**src/rtl/core/crd_pkg.sv**
```systemverilog
`timescale 1ns / 1ps
`default_nettype none
package crd_pkg;

  localparam int COMP_BITS  = 21;   // Q8.12 vector component
  localparam int NORM_BITS  = 30;   // normalized magnitude, top bit at NORM_BITS-1
  localparam int ROOT_BITS  = 31;   // floor(sqrt) of the square sum
  localparam int SUM_BITS   = 2 * ROOT_BITS;
  localparam int FRAC_BITS  = 16;   // Q1.16 output fraction
  localparam int Q_BITS     = FRAC_BITS + 1;
  localparam int OUT_BITS   = FRAC_BITS + 2;
  localparam int REG_BITS   = 3 * COMP_BITS;
  localparam int IDX_BITS   = 2;

  localparam logic [IDX_BITS-1:0] REG_BASE     = 2'd0;
  localparam logic [IDX_BITS-1:0] REG_COL_STEP = 2'd1;
  localparam logic [IDX_BITS-1:0] REG_ROW_STEP = 2'd2;

  localparam logic [Q_BITS-1:0] UNIT_Q16 = Q_BITS'(1) << FRAC_BITS;

  typedef logic signed [COMP_BITS-1:0] comp_t;
  typedef logic [NORM_BITS-1:0]        nmag_t;
  typedef logic signed [OUT_BITS-1:0]  dir_t;

  typedef struct packed {
    logic [2:0] neg;
    logic       degenerate;
  } sign_info_t;

  function automatic comp_t comp_of(input logic [REG_BITS-1:0] r, input int k);
    comp_t c;
    c = r[k*COMP_BITS +: COMP_BITS];
    return c;
  endfunction

endpackage
`default_nettype wire

```
**src/rtl/core/crd_dir.sv**
```systemverilog
`timescale 1ns / 1ps
`default_nettype none
module crd_dir #(
  parameter int COORD_BITS = 12,
  parameter int DW         = COORD_BITS + 24
) (
  input  logic                          clk,
  input  logic                          rst,
  input  logic                          en,
  input  logic                          in_valid,
  input  logic [COORD_BITS-1:0]         pixel_column,
  input  logic [COORD_BITS-1:0]         pixel_row,
  input  logic [crd_pkg::REG_BITS-1:0]  base_direction,
  input  logic [crd_pkg::REG_BITS-1:0]  column_step,
  input  logic [crd_pkg::REG_BITS-1:0]  row_step,
  output logic                          out_valid,
  output logic [DW-1:0]                 mag [3],
  output logic [2:0]                    neg
);

  localparam int PW = COORD_BITS + 1 + crd_pkg::COMP_BITS;

  logic signed [PW-1:0] prod_c [3];
  logic signed [PW-1:0] prod_r [3];
  crd_pkg::comp_t       base_q [3];
  logic signed [DW-1:0] d      [3];
  logic                 v1;

  always_ff @(posedge clk) begin
    if (rst) begin
      v1        <= 1'b0;
      out_valid <= 1'b0;
    end else if (en) begin
      v1        <= in_valid;
      out_valid <= v1;
    end
  end

  // products per component, then the exact sum
  always_ff @(posedge clk) begin
    if (en) begin
      for (int k = 0; k < 3; k++) begin
        prod_c[k] <= PW'($signed({1'b0, pixel_column}))
                   * PW'(crd_pkg::comp_of(column_step, k));
        prod_r[k] <= PW'($signed({1'b0, pixel_row}))
                   * PW'(crd_pkg::comp_of(row_step, k));
        base_q[k] <= crd_pkg::comp_of(base_direction, k);
      end
    end
  end

  always_comb begin
    for (int k = 0; k < 3; k++) begin
      d[k] = DW'(base_q[k]) + DW'(prod_c[k]) + DW'(prod_r[k]);
    end
  end

  always_ff @(posedge clk) begin
    if (en) begin
      for (int k = 0; k < 3; k++) begin
        neg[k] <= d[k][DW-1];
        mag[k] <= d[k][DW-1] ? DW'(-d[k]) : DW'(d[k]);
      end
    end
  end

endmodule
`default_nettype wire

```
**config.mk**
```make
export PLATFORM = sky130hd
export DESIGN_NAME = crd_dir
export DESIGN_NICKNAME = d
export VERILOG_FILES = /design/src/rtl/core/crd_pkg.sv /design/src/rtl/core/crd_dir.sv
export SDC_FILE = /design/constraint.sdc
export NUM_CORES = 2
export LEC_CHECK = 0
export BUFFER_PORTS_ARGS = -buffer_cell sky130_fd_sc_hd__buf_4
export CELL_PAD_IN_SITES_DETAIL_PLACEMENT = 0
export CELL_PAD_IN_SITES_GLOBAL_PLACEMENT = 2
export CORE_MARGIN = 2
export CORE_UTILIZATION = 42
export CTS_CLUSTER_DIAMETER = 100
export CTS_CLUSTER_SIZE = 14
export DETAILED_ROUTE_END_ITERATION = 8
export PLACE_DENSITY_LB_ADDON = 0.25
export SYNTH_ARGS = -nofsm -noshare
export SYNTH_HDL_FRONTEND = slang
export SYNTH_SLANG_ARGS = --single-unit
export TNS_END_PERCENT = 100
```
**constraint.sdc**
```tcl
create_clock -name clk -period 7.7 [get_ports clk]
set_input_delay 0.77 -clock clk [delete_from_list [all_inputs] [get_ports clk]]
set_output_delay 0.77 -clock clk [all_outputs]
set_load 0.005 [all_outputs]
```
; After elaboration in Yosys (flattened, before gate mapping)
; Memory sizes are Yosys's and may differ from the RTL's.
; Cells that the tools add are included.
[totals]
regBits = 113
ramBits = 267
in_bits = 217
n_memories = 3
[mem_list]
columns = name, words, word_bits, read_ports, rd_clocked_by_memory_dff, wr, line
row1 = prod_c, 3, 34, 3, 0, 3, crd_dir.sv:23  ; logic signed [PW-1:0] prod_c [3];
row2 = prod_r, 3, 34, 3, 0, 3, crd_dir.sv:24  ; logic signed [PW-1:0] prod_r [3];
row3 = base_q, 3, 21, 3, 0, 3, crd_dir.sv:25  ; crd_pkg::comp_t base_q [3];
[classes]
add_sub_neg = 9
mul = 6
muxes = 5
[ops]
columns = op, n
row1 = multiplier 13 x 21 -> 34 bit, 6
row2 = adder 35 x 34 -> 36 bit, 3
row3 = negator 36 bit, 3
row4 = adder 21 x 34 -> 35 bit, 3
row5 = two-way mux 35 bit, 3
row6 = two-way mux 1 bit, 2

; Logic depth before layout (Yosys ltp)
[logic_depth]
ltp_word = 4
depth_mapped = 25
depth_no_buf = 22

; Worst setup path before layout
; OpenSTA, ideal clock, no wires.
[synth_path]
kind = input-to-reg
from = input port pixel_row[1]
to = memory prod_r[0][101] (netlist bit), data pin
setup_time_ps = 259
arrival_ps = 6491
required_time_ps = 7441
slack_ps = 949
stages = 23
n_path_buf = 2
path_cell_list = clkbuf_1 -> clkbuf_1 -> and2_1 -> fa_1 -> inv_1 -> fa_1 -> inv_1 -> fa_1 -> inv_1 -> fa_1 -> fa_1 -> inv_1 -> ha_1 -> a2111oi_0 -> o21ai_0 -> nand3_1 -> nand2_1 -> o21ai_0 -> o211a_1 -> nor4_1 -> a2111oi_0 -> a21oi_1 -> xnor2_1
[synth_lines]
columns = item, line
row1 = start: declaration, crd_dir.sv:12  ; input logic [COORD_BITS-1:0] pixel_row,
row2 = end: declaration, crd_dir.sv:24

==> metrics <==
final std cells w/o fill=10.67k; status=completed; initial antenna violation count=4; post-DR vias/cell=5.080; WL/cell=between 15 and 20 µm; crit path from=pixel_column[3]; Final nets=approximately 11k; placed instance count=10.62k; first-pass GRT wire length=329.3 mm; Root Buffer=clkbuf_16; placed instance area=81420 µm²; Achievable Freq=144.0 MHz; Tcrit/Tclk final=about nine tenths; GRT Resource Usage Total=between 20% and 30%; design area=82280 µm²; Worst-Skew Late Latency=0.64 ns; yosys warns=0; Clock Sink Count=380; ranking of synthesized cells by area=fa_1 38%, edfxtp_1 15%, inv_1 9.3%; post-cts gate resize count=0; clock skew=0.04143 ns; vias in the first global route=58.91k; post-synthesis sequential area ratio=14.84%; Via Count=54.20k; Slew Limit Fails=0; worst r2r src=base_q[0][1]; share of layout cells above drive strength 1=5.714%; Iteration-0 DRC Markers=2316; Max H-tree Level=1; hold_buf cts=0; Worst EP arrival=7.30 ns; Post-synth EDFFs=approximately 380; GP Congestion=approximately 0.90; most frequent cells after synthesis=1907 x inv_1, 1473 x fa_1, 940 x nand2_1; critical path fanouts, max=23; Setup Buffers After CTS=0; Critical R2R Capture=mag[97]; Yosys cell types=79; die extent in y=between 400 and 500 µm; worst setup path end=prod_c[0][66]; Met3 Wirelength=5.553 mm; Synth top area share=approximately two fifths; Yosys reg bits=380; Row Count=156; CTS Buf Count=31; Slew @ Worst Pin=0.9782 ns; ys async rst share=0%; fin util=45.43%; Total Routed Length=205.6 mm; detailed-placement wirelength estimate=172.9 mm; largest net degree at the start of global routing=~140; core area=181100 µm²; Worst setup SP type=input pin; FF-to-FF setup slack=2.25 ns; setup TNS=0 ns; Cells after Synth=a little over 8k; Worst R2R Path Depth=14; cell area after synthesis=approximately 77000 µm²; Die Wd=about 430 µm; 1st-pass router iterations=5; post-synthesis net count=between 10k and 15k; DRC Markers=0; initial core utilization=~42%; metal2 WL=112.4 mm; Final Hold Fails=0; CTS tree=done; Final ANT Viol Nets=0; Final Setup Violations=0; Crit path required time=8.06 ns; shortest period the worst path allows=about 6.9 ns; Worst Setup End Kind=flop; type of the most critical hold path=in -> reg; most common cell in the synthesized netlist=inv_1; max layer used=met5; I/O Buffers=about 330; worst-case clock buffer depth=3; CTS clk-pin slew, worst paths=0.07 ns; Top FF cell, synth=edfxtp_1; die area=186200 µm²; Max Cap Viol=0; Layout area overhead=7.172%; gr ovfl total=0; Post-Syn Area per Cell=9.356 µm²; post-synth top area cell=fa_1; met1 wire length=78.22 mm; relative slew slack=34.79%; kind of critical path=in -> reg; Ports=~330; RSZ-0062 raised after global routing=no
final cells by class:
type	instances	area [µm²]
inverters	1907	7158
clock inverters	2	38.79
fillers	17610	98850
diodes	3	7.507
flip-flops and latches	380	11390
well taps	2370	2965
repair buffers	386	2955
clock buffers	43	820.8
multi-input cells	5578	56950
worst min-delay path by stage:
stage	slack [ns]	start	cells past startpoint	end
floorplan	0.46	v1	2	v1
global placement	0.48	v1	2	v1
detailed placement	0.49	out_valid	2	out_valid
CTS	0.25	rst	2	out_valid
global route	0.26	base_direction[55]	1	base_q[0][55]
finish	0.30	rst	2	out_valid
registers in the layout (all words and copies together), names as in the netlist:
register and flops:
mag 108, prod_c 102, prod_r 102, base_q 63, neg 3, out_valid 1, v1 1
metrics by stage:
stage          hold WS [ns]  setup slack (ns)
6_report             0.2950            0.7549
5_1_grt              0.2639            0.3589
4_1_cts              0.2487            0.7799
3_5_place_dp         0.4889            0.1380
3_3_place_gp         0.4751           0.09308
2_1_floorplan        0.4601            0.9493
placed cells by master (no fill, tap or decap), types with 62 or more instances in the layout:
cell and n:
nor3_1 67, inv_1 1907, fa_1 1473, xnor2_1 267, edfxtp_1 378, ha_1 567
nand3_1 62, xor2_1 87, o21ai_0 182, buf_4 381, a21oi_1 240, and2_1 756
nor2_1 207, a21o_1 115, nand2_1 940
critical path: stages:
cell,delay (ns)
buf_4,0.21
and2_1,0.20
fa_1,0.48
inv_1,0.05
fa_1,0.49
inv_1,0.06
fa_1,0.50
inv_1,0.06
fa_1,0.49
fa_1,0.50
inv_1,0.04
ha_1,0.33
a2111oi_0,0.68
a31oi_1,0.32
a211oi_1,0.39
nor2_1,0.16
a2111oi_0,0.68
o21bai_1,0.25
a311oi_1,0.37
or4b_2,0.18
nand3_1,0.06
layer usage:
layer / GRT usage (%) / vias up
li1: - / 25230
met4: 8.466 / 4
met3: 1.771 / 244
met5: 0 / -
met1: 25.87 / 27840
met2: 43.56 / 876
cell families (layout without fill, tap and decap cells):
kind of cell | after synthesis | in the layout | share of synthesized area (%)
DFF | 380 | 380 | 14.84
AOI/OAI and AO/OA | 902 | 902 | 7.635
and+or+nand+nor | 2276 | 2276 | 14.77
buffers and inverters | 2248 | 2338 | 10.99
adders and majority gates | 2040 | 2040 | 47.65
other | 0 | 3 | 0
xor gates and xnor gates | 354 | 354 | 4.038
muxes | 6 | 6 | 0.07823
Power is not shown: default switching activity piles up to over one toggle a cycle in this logic, so the estimate is an artifact.
