==> config.mk <==
export PLATFORM = sky130hd
export DESIGN_NAME = crd_sqrt
export DESIGN_NICKNAME = d
export VERILOG_FILES = /design/src/rtl/core/crd_pkg.sv /design/src/rtl/core/crd_sqrt.sv
export SDC_FILE = /design/constraint.sdc
export NUM_CORES = 2
export LEC_CHECK = 0
export BUFFER_PORTS_ARGS = -buffer_cell sky130_fd_sc_hd__buf_4
export CORE_MARGIN = 5
export CORE_UTILIZATION = 45
export DETAILED_ROUTE_END_ITERATION = 8
export HOLD_SLACK_MARGIN = 0.05
export PLACE_DENSITY = 0.71
export RECOVER_POWER = 25
export SETUP_SLACK_MARGIN = 0.2
export SYNTH_ARGS = -nofsm -noshare
export SYNTH_HDL_FRONTEND = slang
export SYNTH_SLANG_ARGS = --single-unit
==> constraint.sdc <==
create_clock -name clk -period 5.4 [get_ports clk]
set_input_delay 0.27 -clock clk [delete_from_list [all_inputs] [get_ports clk]]
set_output_delay 0.27 -clock clk [all_outputs]
set_load 0.02 [all_outputs]
==> src/rtl/core/crd_pkg.sv <==
`timescale 1ns / 1ps
`default_nettype none
package crd_pkg;

  localparam int COMP_BITS  = 21;   // Q8.12 vector component
  localparam int NORM_BITS  = 30;   // normalized magnitude, top bit at NORM_BITS-1
  localparam int ROOT_BITS  = 31;   // floor(sqrt) of the square sum
  localparam int SUM_BITS   = 2 * ROOT_BITS;
  localparam int FRAC_BITS  = 16;   // Q1.16 output fraction
  localparam int Q_BITS     = FRAC_BITS + 1;
  localparam int OUT_BITS   = FRAC_BITS + 2;
  localparam int REG_BITS   = 3 * COMP_BITS;
  localparam int IDX_BITS   = 2;

  localparam logic [IDX_BITS-1:0] REG_BASE     = 2'd0;
  localparam logic [IDX_BITS-1:0] REG_COL_STEP = 2'd1;
  localparam logic [IDX_BITS-1:0] REG_ROW_STEP = 2'd2;

  localparam logic [Q_BITS-1:0] UNIT_Q16 = Q_BITS'(1) << FRAC_BITS;

  typedef logic signed [COMP_BITS-1:0] comp_t;
  typedef logic [NORM_BITS-1:0]        nmag_t;
  typedef logic signed [OUT_BITS-1:0]  dir_t;

  typedef struct packed {
    logic [2:0] neg;
    logic       degenerate;
  } sign_info_t;

  function automatic comp_t comp_of(input logic [REG_BITS-1:0] r, input int k);
    comp_t c;
    c = r[k*COMP_BITS +: COMP_BITS];
    return c;
  endfunction

endpackage
`default_nettype wire

==> src/rtl/core/crd_sqrt.sv <==
`timescale 1ns / 1ps
`default_nettype none
module crd_sqrt (
  input  logic                          clk,
  input  logic                          rst,
  input  logic                          en,
  input  logic                          in_valid,
  input  logic [crd_pkg::SUM_BITS-1:0]  sq_sum,
  input  crd_pkg::nmag_t                nmag_in [3],
  input  crd_pkg::sign_info_t           info_in,
  output logic                          out_valid,
  output logic [crd_pkg::ROOT_BITS-1:0] root,
  output crd_pkg::nmag_t                nmag [3],
  output crd_pkg::sign_info_t           info
);

  localparam int RB = crd_pkg::ROOT_BITS;
  localparam int SB = crd_pkg::SUM_BITS;
  localparam int TW = SB + 2;

  logic [SB-1:0]       rem_s  [RB+1];
  logic [RB-1:0]       root_s [RB+1];
  crd_pkg::nmag_t      mag_s  [RB+1][3];
  crd_pkg::sign_info_t info_s [RB+1];
  logic                vld_s  [RB+1];

  assign rem_s[0]  = sq_sum;
  assign root_s[0] = '0;
  assign mag_s[0]  = nmag_in;
  assign info_s[0] = info_in;
  assign vld_s[0]  = in_valid;

  // one result bit per stage, most significant first
  for (genvar i = 0; i < RB; i++) begin : g_bit
    localparam int B = RB - 1 - i;
    logic [TW-1:0] trial;
    logic          take;

    assign trial = (TW'(root_s[i]) << (B + 1)) | (TW'(1) << (2 * B));
    assign take  = TW'(rem_s[i]) >= trial;

    always_ff @(posedge clk) begin
      if (rst) begin
        vld_s[i+1] <= 1'b0;
      end else if (en) begin
        vld_s[i+1] <= vld_s[i];
      end
    end

    always_ff @(posedge clk) begin
      if (en) begin
        rem_s[i+1]  <= take ? SB'(TW'(rem_s[i]) - trial) : rem_s[i];
        root_s[i+1] <= take ? (root_s[i] | (RB'(1) << B)) : root_s[i];
        mag_s[i+1]  <= mag_s[i];
        info_s[i+1] <= info_s[i];
      end
    end
  end

  assign out_valid = vld_s[RB];
  assign root      = root_s[RB];
  assign nmag      = mag_s[RB];
  assign info      = info_s[RB];

endmodule
`default_nettype wire

### Yosys cells after proc, flatten, opt, wreduce, memory -nomap -nowiden

Cells that the tools add are included.

* memories kept: 0
* latch bits: 0
* bits in writable memories: 0
* register bits after elaboration: 5766
* output and inout port bits: 126
* logic and storage cells: 369
* ROM bits: 0

* muxes and demuxes: 31
* bitwise logic cells: 0
* $lt $le $gt $ge: 31
* shifts and indexed selects: 0
* add/subtract/negate cells: 30
* equal/unequal tests: 0
* reductions and logical operators: 0
* div/mod/pow operators: 0
* multipliers: 0

Operators by type and width (number)
* 62-bit 2-to-1 mux: 30
* 62-bit by 32-bit greater-or-equal comparator with 1-bit output: 1
* 62-bit by 33-bit greater-or-equal comparator with 1-bit output: 1
* 62-bit by 34-bit greater-or-equal comparator with 1-bit output: 1
* 62-bit by 35-bit greater-or-equal comparator with 1-bit output: 1
* 62-bit by 36-bit greater-or-equal comparator with 1-bit output: 1
* 62-bit by 37-bit greater-or-equal comparator with 1-bit output: 1
* 62-bit by 38-bit greater-or-equal comparator with 1-bit output: 1
* 62-bit by 39-bit greater-or-equal comparator with 1-bit output: 1
* 62-bit by 40-bit greater-or-equal comparator with 1-bit output: 1
* 62-bit by 41-bit greater-or-equal comparator with 1-bit output: 1
* 62-bit by 42-bit greater-or-equal comparator with 1-bit output: 1
* 62-bit by 43-bit greater-or-equal comparator with 1-bit output: 1
* 62-bit by 44-bit greater-or-equal comparator with 1-bit output: 1
* 62-bit by 45-bit greater-or-equal comparator with 1-bit output: 1
* 62-bit by 46-bit greater-or-equal comparator with 1-bit output: 1
* 62-bit by 47-bit greater-or-equal comparator with 1-bit output: 1
* 62-bit by 48-bit greater-or-equal comparator with 1-bit output: 1
* 62-bit by 49-bit greater-or-equal comparator with 1-bit output: 1
* 62-bit by 50-bit greater-or-equal comparator with 1-bit output: 1
* 62-bit by 51-bit greater-or-equal comparator with 1-bit output: 1
* 62-bit by 52-bit greater-or-equal comparator with 1-bit output: 1
* 62-bit by 53-bit greater-or-equal comparator with 1-bit output: 1
* 62-bit by 54-bit greater-or-equal comparator with 1-bit output: 1
* other kinds (39): 39

### Logic depth before layout (Yosys ltp)

* word-level depth: 2
* mapped depth: 14
* gate-level depth less buffers: 12

### Least setup slack after synthesis

OpenSTA, ideal clock, no wires.

* path kind: register to register
* from: register rem_s[141] (netlist name)
* to: register rem_s[68] (netlist name), data pin
* data arrival time: 3.286 ns
* path slack: 1.854 ns
* path buffers: 2
* library setup time: 0.260 ns
* required time: 5.140 ns
* cell stages (with the launch flop): 12
* path through: edfxtp_1 > ha_1 > clkbuf_1 > a2111oi_0 > o21ai_0 > a221o_1 > a31o_2 > a21oi_1 > a31oi_1 > a31oi_1 > buf_2 > mux2_2

* cells in the longest elaborated chain, start to end: 2

RTL lines
* from (decl): RTL line crd_sqrt.sv:21 `logic [SB-1:0] rem_s [RB+1];`
* from (signal, indexed assignment): RTL line crd_sqrt.sv:52 `rem_s[i+1] <= take ? SB'(TW'(rem_s[i]) - trial) : rem_s[i];`
* 62-bit by 33-bit greater-or-equal comparator with 1-bit output: RTL line crd_sqrt.sv:40 `assign take = TW'(rem_s[i]) >= trial;`
* 62-bit 2-to-1 mux: RTL line crd_sqrt.sv:52

Every way passes these cells.
A chain may end at the register's enable or synchronous reset.

### Worst setup path after layout

* from: register rem_s[576] (netlist name)
* to: register rem_s[551] (netlist name), data pin

* cells in the longest elaborated chain, start to end: 2
* elaborated cells on any way between the ends: 3
* those cells by class: add/sub: 1; order compare: 1; mux: 1

RTL lines (RTL line)
* 62-bit by 40-bit subtractor with 62-bit output / 62-bit by 40-bit greater-or-equal comparator with 1-bit output (equally long branches): crd_sqrt.sv:52, crd_sqrt.sv:40
* 62-bit 2-to-1 mux *: crd_sqrt.sv:52

Mark *: on every way between the ends. The rest lies on a longest branch, timed or not.

==> impl_summary.txt <==
----------------------------------------------------
[Outcome]
  Result of the run ... finished, final reports clean

[STA]
  Part of the cycle the worst path needs ... 0.808
  Setup TNS Final ... 0 ns
  Worst-case setup margin in the final layout ... 1.03 ns
  Pins Over Slew Limit ... 0
  Final-report setup violation count ... 0
  RSZ-0062 raised after global routing ... false
  Post-layout minimum cycle time ... 4.37 ns
  Max Clock Freq ... 229 MHz
  Relative max-transition margin ... 0.221
  Largest clock skew in the final design ... 0.0525 ns
  Final hold violation count ... 0
  Transition at the pin with the smallest max-transition slack ... 1.16 ns

[Worst hold path]
  Cell depth of the worst min-delay path ... 3
  Critical hold path startpoint ... rst
  End of the worst hold path ... vld_s[25]$_SDFFE_PP0P_
  Worst Hold Class ... in -> reg

[Floorplan]
  Die extent in x ... 681 um
  Site row count ... 246
  Vertical extent of the die ... 681 um
  Placeable core region ... 0.448 sq mm
  Die area ... 0.463 sq mm
  Boundary pin count ... 286
  Initial Utilization ... 0.451

[Placed design]
  Detail Placement HPWL ... around 230 mm
  # placed instances ... 18,200
  GP Congestion ... 0.952
  Post-placement worst setup slack ... 1.10 ns
  Number of I/O port buffers ... between 200 and 300

[Yosys]
  Top cell type's share of synthesized area ... 0.782
  Flops & latches, synth ... 5,301
  Top FF cell, synth ... sky130_fd_sc_hd__edfxtp_1
  EDFF count, synth ... 5,270
  Yosys synthesis warning count ... 0
  Sequential cell area fraction in the yosys report ... 0.785
  Mapped Nets ... 12,800
  Mean area per synthesized cell ... 16.7 sq um
  Async set-reset flop share out of synthesis ... 0
  Most frequent cells after synthesis ... 5,270 x sky130_fd_sc_hd__edfxtp_1, 653 x sky130_fd_sc_hd__inv_1, 608 x sky130_fd_sc_hd__nand2_1
  Post-synthesis cell area ... just over 0.2 sq mm
  Cells after synthesis ... 12,100
  Most common cell in the synthesized netlist ... sky130_fd_sc_hd__edfxtp_1
  Number of different library cells in the post-synthesis netlist ... 91
  Area contributors post-synth ... sky130_fd_sc_hd__edfxtp_1 78%, sky130_fd_sc_hd__ha_1 3.2%, sky130_fd_sc_hd__xnor2_1 1.9%
  Cell taking the most area after synthesis ... sky130_fd_sc_hd__edfxtp_1

[Power]
  Reported leakage power ... 82.6 nW
  Power per cell area ... 426 mW/mm^2
  Worst voltage drop across the vdd grid ... 0.358 mV

[Worst setup path]
  Largest fanout of any net on the critical path ... 39
  Max incr delay on CP ... 0.75 ns
  Cell chain of the critical path ... ha_1 -> nor2b_1 -> o31ai_1 -> a211oi_1 -> nor3_1 -> o21ai_0 -> nor2_1 -> inv_1 -> buf_4 -> o2111ai_1 -> xnor2_1
  Worst r2r path cells ... 11
  Endpoint kind of the worst setup timing path ... flop
  Crit-path slowest cell ... sky130_fd_sc_hd__nor3_1
  Start of the worst register-to-register path ... rem_s[576]$_DFFE_PP_
  WP data required ... roughly 6 ns
  Class of the most critical setup path ... reg -> reg
  Endpoint of the worst register-to-register path ... rem_s[551]$_DFFE_PP_
  R2R Setup Slk ... about 1.0 ns
  Critical Path Source Type ... flop
  Arrival time at the worst endpoint ... roughly 5 ns

[Routing]
  Per-cell via count in the routed design ... 5.13
  Via count ... between 100k and 150k
  Sum of routed wire length over all layers ... around 350 mm
  Number of nets with antenna violations after detailed routing ... 0
  Number of search-and-repair iterations in the first detailed-routing pass ... 6
  Routed wire per std cell ... around 18 um
  Detailed Route Iter0 Violations ... 6,839
  Number of DRC violations after detailed routing ... 0

[GRT]
  Pin count of the biggest net entering global routing ... ~180
  Total global-route track usage ... 0.151
  Number of antenna violations at the first check in global routing ... 4
  Number of global-route vias before repair ... roughly 100k
  First-pass GRT wire length ... 560 mm
  GRT Residual Overflow ... 0

[Layout]
  Fill count ... between 30,000 and 40,000
  Area taken by flip-flops and latches ... 0.159 sq mm
  Number of nets in the layout ... 13,800
  Area of the multi-input gates ... between 0.03 and 0.04 sq mm
  Final cell count without fillers ... 19,500
  Layout overhead on the synthesized area ... 14.7%
  Fraction of final layout cells with drive strength greater than 1 ... 0.0961

[CTS]
  CTS Buffer Depth ... 4
  Root buf cell ... sky130_fd_sc_hd__clkbuf_16
  CTS Buf Count ... 535
  CTS tree ... yes
  Worst-path clk slew ... 0.06 ns
  Buffer count from post-CTS setup fixing ... 0
  Number of buffers added to fix hold violations after cts ... 320
  Number of cells upsized or downsized after cts ... 0
  Later-pin clock latency in the skew report ... 1.02 ns
  H-tree Lvls ... 6
  Clk sinks ... between 5,000 and 6,000

[Run]
  Max-Cap Viols ... 0

----------------------------------------------------
-- report_power, final --
group	internal, W	leakage, nW	switching, W
Clock	0.0201	8.12	0.0151
Combinational	0.00481	23.0	0.00702
Sequential	0.0499	51.4	0.00211
Total	0.0748	82.6	0.0243
-- cells in the final DEF (no fill, tap or decap), types with 49 or more instances in the layout --
cell | netlist | final
sky130_fd_sc_hd__a21oi_1 | 533 | 531
sky130_fd_sc_hd__a211oi_1 | 64 | 63
sky130_fd_sc_hd__nor2_1 | 593 | 593
sky130_fd_sc_hd__dlygate4sd3_1 | 0 | 320
sky130_fd_sc_hd__mux2_2 | 63 | 63
sky130_fd_sc_hd__nor2b_1 | 66 | 66
sky130_fd_sc_hd__xnor2_1 | 443 | 443
sky130_fd_sc_hd__clkbuf_16 | 0 | 540
sky130_fd_sc_hd__or4_1 | 72 | 72
sky130_fd_sc_hd__clkinv_1 | 0 | 93
sky130_fd_sc_hd__o21a_1 | 80 | 80
sky130_fd_sc_hd__nand2b_1 | 108 | 108
sky130_fd_sc_hd__buf_4 | 95 | 335
sky130_fd_sc_hd__o21ai_0 | 438 | 438
sky130_fd_sc_hd__clkbuf_4 | 0 | 53
sky130_fd_sc_hd__or3_1 | 84 | 84
sky130_fd_sc_hd__nand3_1 | 154 | 154
sky130_fd_sc_hd__xor2_1 | 401 | 401
sky130_fd_sc_hd__nor4b_1 | 49 | 49
sky130_fd_sc_hd__edfxtp_1 | 5270 | 5270
sky130_fd_sc_hd__ha_1 | 525 | 525
sky130_fd_sc_hd__clkbuf_1 | 161 | 129
sky130_fd_sc_hd__inv_1 | 653 | 653
sky130_fd_sc_hd__nor3_1 | 262 | 261
sky130_fd_sc_hd__a21o_1 | 189 | 189
sky130_fd_sc_hd__nand4_1 | 148 | 148
sky130_fd_sc_hd__nand2_1 | 608 | 608
sky130_fd_sc_hd__clkinv_2 | 0 | 68
sky130_fd_sc_hd__nor4_1 | 318 | 318
-- worst max path at each step --
stage	startpoint	end
3_3_place_gp	rem_s[860]$_DFFE_PP_	rem_s[791]$_DFFE_PP_
6_report	rem_s[576]$_DFFE_PP_	rem_s[551]$_DFFE_PP_
3_5_place_dp	rem_s[860]$_DFFE_PP_	rem_s[791]$_DFFE_PP_
4_1_cts	rem_s[860]$_DFFE_PP_	rem_s[791]$_DFFE_PP_
2_1_floorplan	rem_s[141]$_DFFE_PP_	rem_s[68]$_DFFE_PP_
5_1_grt	rem_s[448]$_DFFE_PP_	rem_s[432]$_DFFE_PP_
-- sequential cells by signal, summed over array words and instances, names as in the netlist, 4 cells and up --
signal / cells
mag_s: 2700
rem_s: 1860
g_bit.trial: 465
info_s: 120
nmag: 90
root: 31
vld_s: 30
info: 4
-- worst max-delay path: cells and delay by family, from the launching register on --
family          cells  cell delay [ns]
fa+ha+maj           1             0.38
buf+inv             2             0.43
simple gates        3             1.60
xor+xnor            1             0.13
flops               1             0.39
compound gates      4             1.15
-- cell families after synthesis --
kind of cell             count (synthesis)  share of synthesized area
flip-flops                            5301                      0.785
AND/OR/NAND/NOR                       2704                     0.0690
AO/OA/AOI/OAI                         1697                     0.0522
buffers and inverters                  940                     0.0194
XOR/XNOR                               844                     0.0365
adder cells (fa/ha/maj)                525                     0.0325
multiplexers                           103                    0.00548
-- area by class of cell --
| type | instances | share of cell area |
|---|---|---|
| sequential | 5301 | 0.684 |
| multi-input combinational | 5873 | 0.171 |
| clock buffer | 668 | 0.0603 |
| tap | 5952 | 0.0321 |
| timing repair buffer | 747 | 0.0297 |
| clock inverter | 271 | 0.0122 |
| inverter | 654 | 0.0106 |
| antenna | 12 | 0.000129 |
-- per-layer routing --
metal	part of all wire	up-vias	wire length (um)	global-route usage
met5	0	-	0	0
met4	0.056	0	19800	0.0800
met3	0.040	963	14000	0.0220
met2	0.54	2408	189000	0.282
met1	0.37	48400	129000	0.164
li1	-	48300	-	-
-- metrics by stage --
step | total power (W) | area (sq um) | util | hold WS [ns]
6_report | 0.0990 | 232000 | 0.518 | 0.173
5_1_grt | 0.104 | 232000 | 0.518 | 0.122
4_1_cts | 0.100 | 232000 | 0.518 | 0.0522
3_5_place_dp | 0.0643 | 212000 | 0.473 | 0.405
3_3_place_gp | 0.0640 | 212000 | 0.473 | 0.400
2_1_floorplan | 0.0601 | 202000 | - | 0.342
No activity file was read; power rests on OpenSTA's default activity.
